==> src/rtl/core/complex_spectrum_divide_top_defines.svh <==
// Assertion macros for the spectrum divider.
`ifndef COMPLEX_SPECTRUM_DIVIDE_TOP_DEFINES_SVH
`define COMPLEX_SPECTRUM_DIVIDE_TOP_DEFINES_SVH

`ifndef SYNTH
`define CSD_ASSERT_IMPLIES(label, ante, cons) \
    label: assert property (@(posedge i_clk) disable iff (!i_rst_n) (ante) |-> (cons)) \
        else $error("assertion failed: implication");
`define CSD_ASSERT_NEXT(label, ante, cons) \
    label: assert property (@(posedge i_clk) disable iff (!i_rst_n) (ante) |=> (cons)) \
        else $error("assertion failed: next cycle");
`else
`define CSD_ASSERT_IMPLIES(label, ante, cons)
`define CSD_ASSERT_NEXT(label, ante, cons)
`endif

`endif

==> src/rtl/core/csd_pkg.sv <==
package csd_pkg;

    localparam int FIELD_W = 32;
    localparam int EPS_W   = 32;
    localparam int IDX_W   = 2;

    localparam logic [IDX_W-1:0] REG_CONJ_MODE = 2'd0;
    localparam logic [IDX_W-1:0] REG_EPSILON   = 2'd1;
    localparam logic [EPS_W-1:0] EPS_RESET     = 32'd1;

    typedef struct packed {
        logic signed [FIELD_W-1:0] a_real;
        logic signed [FIELD_W-1:0] a_imag;
        logic signed [FIELD_W-1:0] b_real;
        logic signed [FIELD_W-1:0] b_imag;
        logic                      real_only;
    } t_in_item;

    typedef struct packed {
        logic signed [FIELD_W-1:0] q_real;
        logic signed [FIELD_W-1:0] q_imag;
        logic                      saturated;
    } t_out_item;

    typedef struct packed {
        logic real_only;
        logic neg_re;
        logic neg_im;
        logic nneg_re;
        logic nneg_im;
        logic den_zero;
        logic nz_re;
        logic nz_im;
        logic ovf_re;
        logic ovf_im;
    } t_flags;

endpackage

==> src/rtl/core/csd_div_stage.sv <==
module csd_div_stage #(
    parameter int SW = 32
) (
    input  logic            i_clk,
    input  logic            i_rst_n,
    input  logic            i_valid,
    input  csd_pkg::t_flags i_flags,
    input  logic [2*SW:0]   i_den,
    input  logic [2*SW:0]   i_rem_re,
    input  logic [2*SW:0]   i_rem_im,
    input  logic [SW-1:0]   i_low_re,
    input  logic [SW-1:0]   i_low_im,
    input  logic [SW-1:0]   i_q_re,
    input  logic [SW-1:0]   i_q_im,
    output logic            o_valid,
    output csd_pkg::t_flags o_flags,
    output logic [2*SW:0]   o_den,
    output logic [2*SW:0]   o_rem_re,
    output logic [2*SW:0]   o_rem_im,
    output logic [SW-1:0]   o_low_re,
    output logic [SW-1:0]   o_low_im,
    output logic [SW-1:0]   o_q_re,
    output logic [SW-1:0]   o_q_im
);
    localparam int DW = 2 * SW + 1;

    logic [DW:0]   t_re, t_im, d_ext, df_re, df_im;
    logic          ge_re, ge_im;
    logic [DW-1:0] n_rem_re, n_rem_im;

    always_comb begin
        t_re  = {i_rem_re, i_low_re[SW-1]};
        t_im  = {i_rem_im, i_low_im[SW-1]};
        d_ext = {1'b0, i_den};
        ge_re = (t_re >= d_ext);
        ge_im = (t_im >= d_ext);
        df_re = t_re - d_ext;
        df_im = t_im - d_ext;
        n_rem_re = ge_re ? df_re[DW-1:0] : t_re[DW-1:0];
        n_rem_im = ge_im ? df_im[DW-1:0] : t_im[DW-1:0];
    end

    always_ff @(posedge i_clk) begin
        if (!i_rst_n) begin
            o_valid <= 1'b0;
        end else begin
            o_valid <= i_valid;
        end
        o_flags  <= i_flags;
        o_den    <= i_den;
        o_rem_re <= n_rem_re;
        o_rem_im <= n_rem_im;
        o_low_re <= {i_low_re[SW-2:0], 1'b0};
        o_low_im <= {i_low_im[SW-2:0], 1'b0};
        o_q_re   <= {i_q_re[SW-2:0], ge_re};
        o_q_im   <= {i_q_im[SW-2:0], ge_im};
    end

endmodule

==> config.mk <==
export PLATFORM = sky130hd
export DESIGN_NAME = csd_div_stage
export DESIGN_NICKNAME = d
export VERILOG_FILES = /design/src/rtl/core/complex_spectrum_divide_top_defines.svh /design/src/rtl/core/csd_pkg.sv /design/src/rtl/core/csd_div_stage.sv
export SDC_FILE = /design/constraint.sdc
export NUM_CORES = 1
export LEC_CHECK = 0
export ABC_AREA = 0
export ABC_CLOCK_PERIOD_IN_PS = 9600
export BUFFER_PORTS_ARGS = -buffer_cell sky130_fd_sc_hd__clkbuf_2
export CORE_AREA = 2 2 264 266
export CTS_CLUSTER_DIAMETER = 200
export DETAILED_ROUTE_END_ITERATION = 8
export DIE_AREA = 0 0 266 268
export SETUP_SLACK_MARGIN = 0.4
export SLEW_MARGIN = 20
export SYNTH_ARGS = -nofsm -noshare
export SYNTH_HDL_FRONTEND = slang
export SYNTH_SLANG_ARGS = --single-unit
==> constraint.sdc <==
create_clock -name i_clk -period 9.6 [get_ports i_clk]
set_input_delay 1.92 -clock i_clk [delete_from_list [all_inputs] [get_ports i_clk]]
set_output_delay 1.92 -clock i_clk [all_outputs]
set_load 0.1 [all_outputs]
=== Word-level counts from Yosys, hierarchy flattened ===
Index checks and enable logic that the tools add are counted.

* Bits in registers: 332
* Logic and storage cells: 24

* Add/subtract/negate cells: 2
* Order comparisons: 2
* Multiplexer cells: 2

{| class="wikitable"
|+ Operators by type and width
! operator !! number
|-
| 66-bit by 65-bit >= comparator with 1-bit output || 2
|-
| 65-bit 2-to-1 mux || 2
|-
| 65-bit subtractor || 2
|}

=== Logic depth before layout (Yosys ltp) ===
* Depth after elaboration: 2
* Gate-level depth with buffers: 16
* Depth with buffers taken out: 14

=== Worst setup path after synthesis ===
OpenSTA, ideal clock, no wires.

* Kind: input-to-reg
* From: input port i_low_im[31]
* To: register o_rem_im[10]
* Library setup time: 121 ps
* Arrival: 4695 ps
* Required time: 9479 ps
* Slack: 4784 ps
* Stages on the path: 16
* Path buffers: 2
* Cells stage by stage: inv_1 -> ha_1 -> inv_1 -> fa_1 -> a21o_1 -> a21oi_1 -> o21a_1 -> o21ai_1 -> o2111ai_1 -> a211oi_2 -> o21ai_1 -> and2_1 -> buf_2 -> inv_2 -> buf_4 -> mux2_2

* Longest elaborated chain between the ends: 2
* Elaborated cells on any way between the ends: 3

{| class="wikitable"
|+ Ends and longest elaborated chain
! item !! RTL line !! text
|-
| from (decl) || csd_div_stage.sv:12 || <nowiki>input logic [SW-1:0] i_low_im,</nowiki>
|-
| 65-bit subtractor or 66-bit by 65-bit >= comparator with 1-bit output (tied branches) || csd_div_stage.sv:38, csd_div_stage.sv:36 ||
|-
| 65-bit 2-to-1 mux * || csd_div_stage.sv:40 || <nowiki>n_rem_im = ge_im ? df_im[DW-1:0] : t_im[DW-1:0];</nowiki>
|-
| named net n_rem_im[10] || csd_div_stage.sv:29 || <nowiki>logic [DW-1:0] n_rem_re, n_rem_im;</nowiki>
|-
| to (signal assigned) || csd_div_stage.sv:52 || <nowiki>o_rem_im <= n_rem_im;</nowiki>
|-
| to (decl) || csd_div_stage.sv:19 || <nowiki>output logic [2*SW:0] o_rem_im,</nowiki>
|}

Mark *: on every way through the listed nets, which the timed path passes. The rest lies on a longest branch.
A chain may end at the register's enable or synchronous reset.

=== Final worst setup path ===
* From: input port i_low_im[31]
* To: register o_rem_im[1]

The elaborated chain is that of the path after synthesis.

==> metrics list <==
- The run finished with clean final reports.
- Number of instances in the placed design: 3322
* Count of pins over their slew limit: 0
- Total number of vias: 16400
- Highest-delay cell along the critical path: o21ai_2
- Die area: 0.0713 mm^2
- For this run, design rule violations remaining after detail routing come to 0.
- The worst setup path is launched from an input pin.
* H-tree depth: 2
- Counting every sink on the clock net gives 332.
* Path type of the worst setup path: in2reg
* RSZ-0062 raised after global routing: no
- Die Y-Extent: 268 um
* CTS root buf: clkbuf_16
- STA classifies the critical path endpoint as a register.
* Overall fraction of global-route tracks in use: 21.3%
* Max Freq: 0.171 GHz
- After synthesis, the share of flip-flops with an asynchronous set or reset is 0%.
- P&R area growth vs syn: 32.4%
- Buffers inserted during post-CTS setup optimization: 0
* Most common library cell in the layout ignoring fill and taps: clkbuf_2
- Leakage power summed over all cells: 10.8 nW
* Post-synth EDFFs: 0
- Post-route total power: 5.48 mW
- Number of distinct library cell variants in the gate-level netlist after synthesis: 84
- At the end of routability-driven placement, the weighted congestion stood at 0.920.
* Clock slew at reported path FFs: 0.06 ns
- The via count of the first global-routing pass was 15900.
* Commonest non-fill, non-tap cells in the layout: clkbuf_2, dfxtp_1, a21oi_1
* Total wire length after detailed routing: 79800 um
- The number of antenna violations at the first check in global routing was 22.
* Die X-Extent: 266 um
- Across the VDD grid, the largest voltage drop is 0.149 mV.
* Pin count of the biggest net entering global routing: 45
* Cell area after synthesis: 0.0169 mm^2
- During I/O placement, the number of pins put on the boundary was 670.
* Number of cells upsized or downsized after cts: 0
- Maximum clock insertion buffer count: 3
* Detailed-route vias per instance: 4.83
- Among all flip-flop cells after synthesis, the most frequent one is dfxtp_1.
- Worst-case headroom to the max-slew limit: 24.1%
* Critical path required time: 10.06 ns
- The critical path goes through clkbuf_2 > inv_1 > ha_1 > inv_1 > fa_1 > a21o_1 > a21oi_1 > o21a_1 > o21ai_1 > o2111ai_1 > a211oi_2 > o21ai_2 > buf_4 > and2_1 > buf_4 > mux2_2.
- In the final layout, the share of cells above drive strength 1 is 33.9%.
* Final number of hold-violating endpoints: 0
* TritonCTS clock tree: yes
- Row generation in the floorplan step produced 96 rows.
- Port Buffer Count: 665
* Violation count after the first detailed-route iteration: 869
* Worst slew pin tran: 1.11 ns
- The initial utilization of the core area, before any placement, comes to 24.8%.
- Setup_tns: 0 ns
* Non-filler instance count after layout: 3405
* Total global routing overflow: 0
- Dividing the final minimum period by the clock period gives 61.1%.
- After the last flow step, the layout net total stands at 2951.
- In the final routed layout, each cell accounts on average for 23.4 um.
- Clock period minus final worst setup slack: 5.86 ns
- Number of maximum-capacitance violations: 0
* YS warnings: 0
- The first global-routing pass estimated 110000 um of wire.
- Cts bufs inserted: 41
* Post-route antenna net violation count: 0
- Maximum fanout along the worst path: 24
- Power density over cell area: 245 mW/mm^2
- Avg Synthesized Cell Area: 9.14 um^2
* Type of the worst min-delay path: in2reg
- Setup violations remaining at the end of the flow were counted as 0.
- Measured on the finished design, the core utilization comes to 32.8%.
- Core Box Area: 0.0682 mm^2
- Longest individual stage delay on the worst path: 0.55 ns
- Synthesis produced 1850 cells.
* Part of the Yosys area used for sequential elements: 39.3%
* Flop and latch count out of synthesis: 332
- Filler cells: 7336
- Critical path data arrival time: 6.32 ns
* Number of iterations in the first detailed-routing pass: 5
- Hold-fix buffer count after cts: 0
- The wire-length estimate of the detail-placed layout is 67400 um.
[per-stage QoR]
step | worst slack [ns] | hold WS [ns] | cell area [um^2]
after floorplan | 4.78 | 1.95 | 16900
after CTS | 3.67 | 1.40 | 22400
after global routing | 3.45 | 1.42 | 22400
after detailed placement | 3.06 | 2.02 | 21000
after global placement | 3.05 | 2.02 | 21000
final | 3.74 | 1.45 | 22400
[flip-flops by register name, summed over array words and instances, names as in the netlist]
signal,flops
o_q_im,32
o_rem_im,65
o_flags,10
o_valid,1
o_low_im,31
o_rem_re,65
o_q_re,32
o_den,65
o_low_re,31
[area by class of cell]
| type | count | area, um^2 | area share [%] |
|---|---|---|---|
| Antenna cell | 9 | 22.5 | 0.101 |
| Clock buffer | 56 | 1160 | 5.20 |
| Clock inverter | 18 | 185 | 0.827 |
| Inverter | 111 | 419 | 1.87 |
| Multi-Input combinational cell | 1323 | 9450 | 42.2 |
| Sequential cell | 332 | 6650 | 29.7 |
| Tap cell | 882 | 1100 | 4.93 |
| Timing Repair Buffer | 674 | 3400 | 15.2 |
[cells in the mapped netlist, types with 11 or more instances]
master	number	area share (%)
xnor2_1	71	3.7
ha_1	130	9.6
nand3_1	72	2.1
xor2_1	30	1.6
a21oi_1	155	4.6
inv_1	109	2.4
nor3_1	36	1.1
clkbuf_1	62	1.4
and2_1	11	0.41
a21boi_0	12	0.53
a31oi_1	11	0.41
o21ai_0	95	2.8
dfxtp_1	332	39
o211ai_1	11	0.49
nand4_1	44	1.6
o21bai_1	31	1.4
o31ai_1	23	1.0
and3_1	18	0.67
mux2_2	50	3.3
mux2_4	38	3.4
o21a_1	31	1.4
a21o_1	53	2.4
a211oi_1	17	0.75
nand2_1	127	2.8
nor2_1	113	2.5
[final timing paths]
kind / startpoint / endpoint / cells after the start
max: i_low_im[31] / o_rem_im[1] / 16
min: i_q_im[8] / o_q_im[9] / 1
[cells by family after synthesis]
kind of cell               synth area share, %
muxes                                     7.13
buffers and inverters                     4.83
other                                   0.0222
AOI/OAI and AO/OA                         19.8
DFF                                       39.3
adders and majority gates                 9.86
xor gates and xnor gates                  5.23
and+or+nand+nor                           13.8
[where the power goes]
| part | internal [mW] | total, mW | switching, mW |
|---|---|---|---|
| Combinational | 0.490 | 2.33 | 1.84 |
| Clock | 0.910 | 1.56 | 0.645 |
| Sequential | 1.54 | 1.59 | 0.0467 |
| Total | 2.95 | 5.48 | 2.53 |
[metal layers]
metal | GRT usage [%] | share of wire (%) | vias up
met5 | 0 | 0.13 | -
met4 | 8.06 | 3.8 | 18
met3 | 5.96 | 7.6 | 125
met2 | 38.8 | 50 | 612
met1 | 23.6 | 38 | 7732
li1 | - | - | 7946
[worst max-delay path, delay by kind of cell]
kind | cells | cell delay [ns]
fa+ha+maj | 2 | 0.58
mux | 1 | 0.38
simple gates | 1 | 0.20
buf+inv | 5 | 0.93
compound gates | 7 | 2.29
Power figures use the tool's default switching activity.
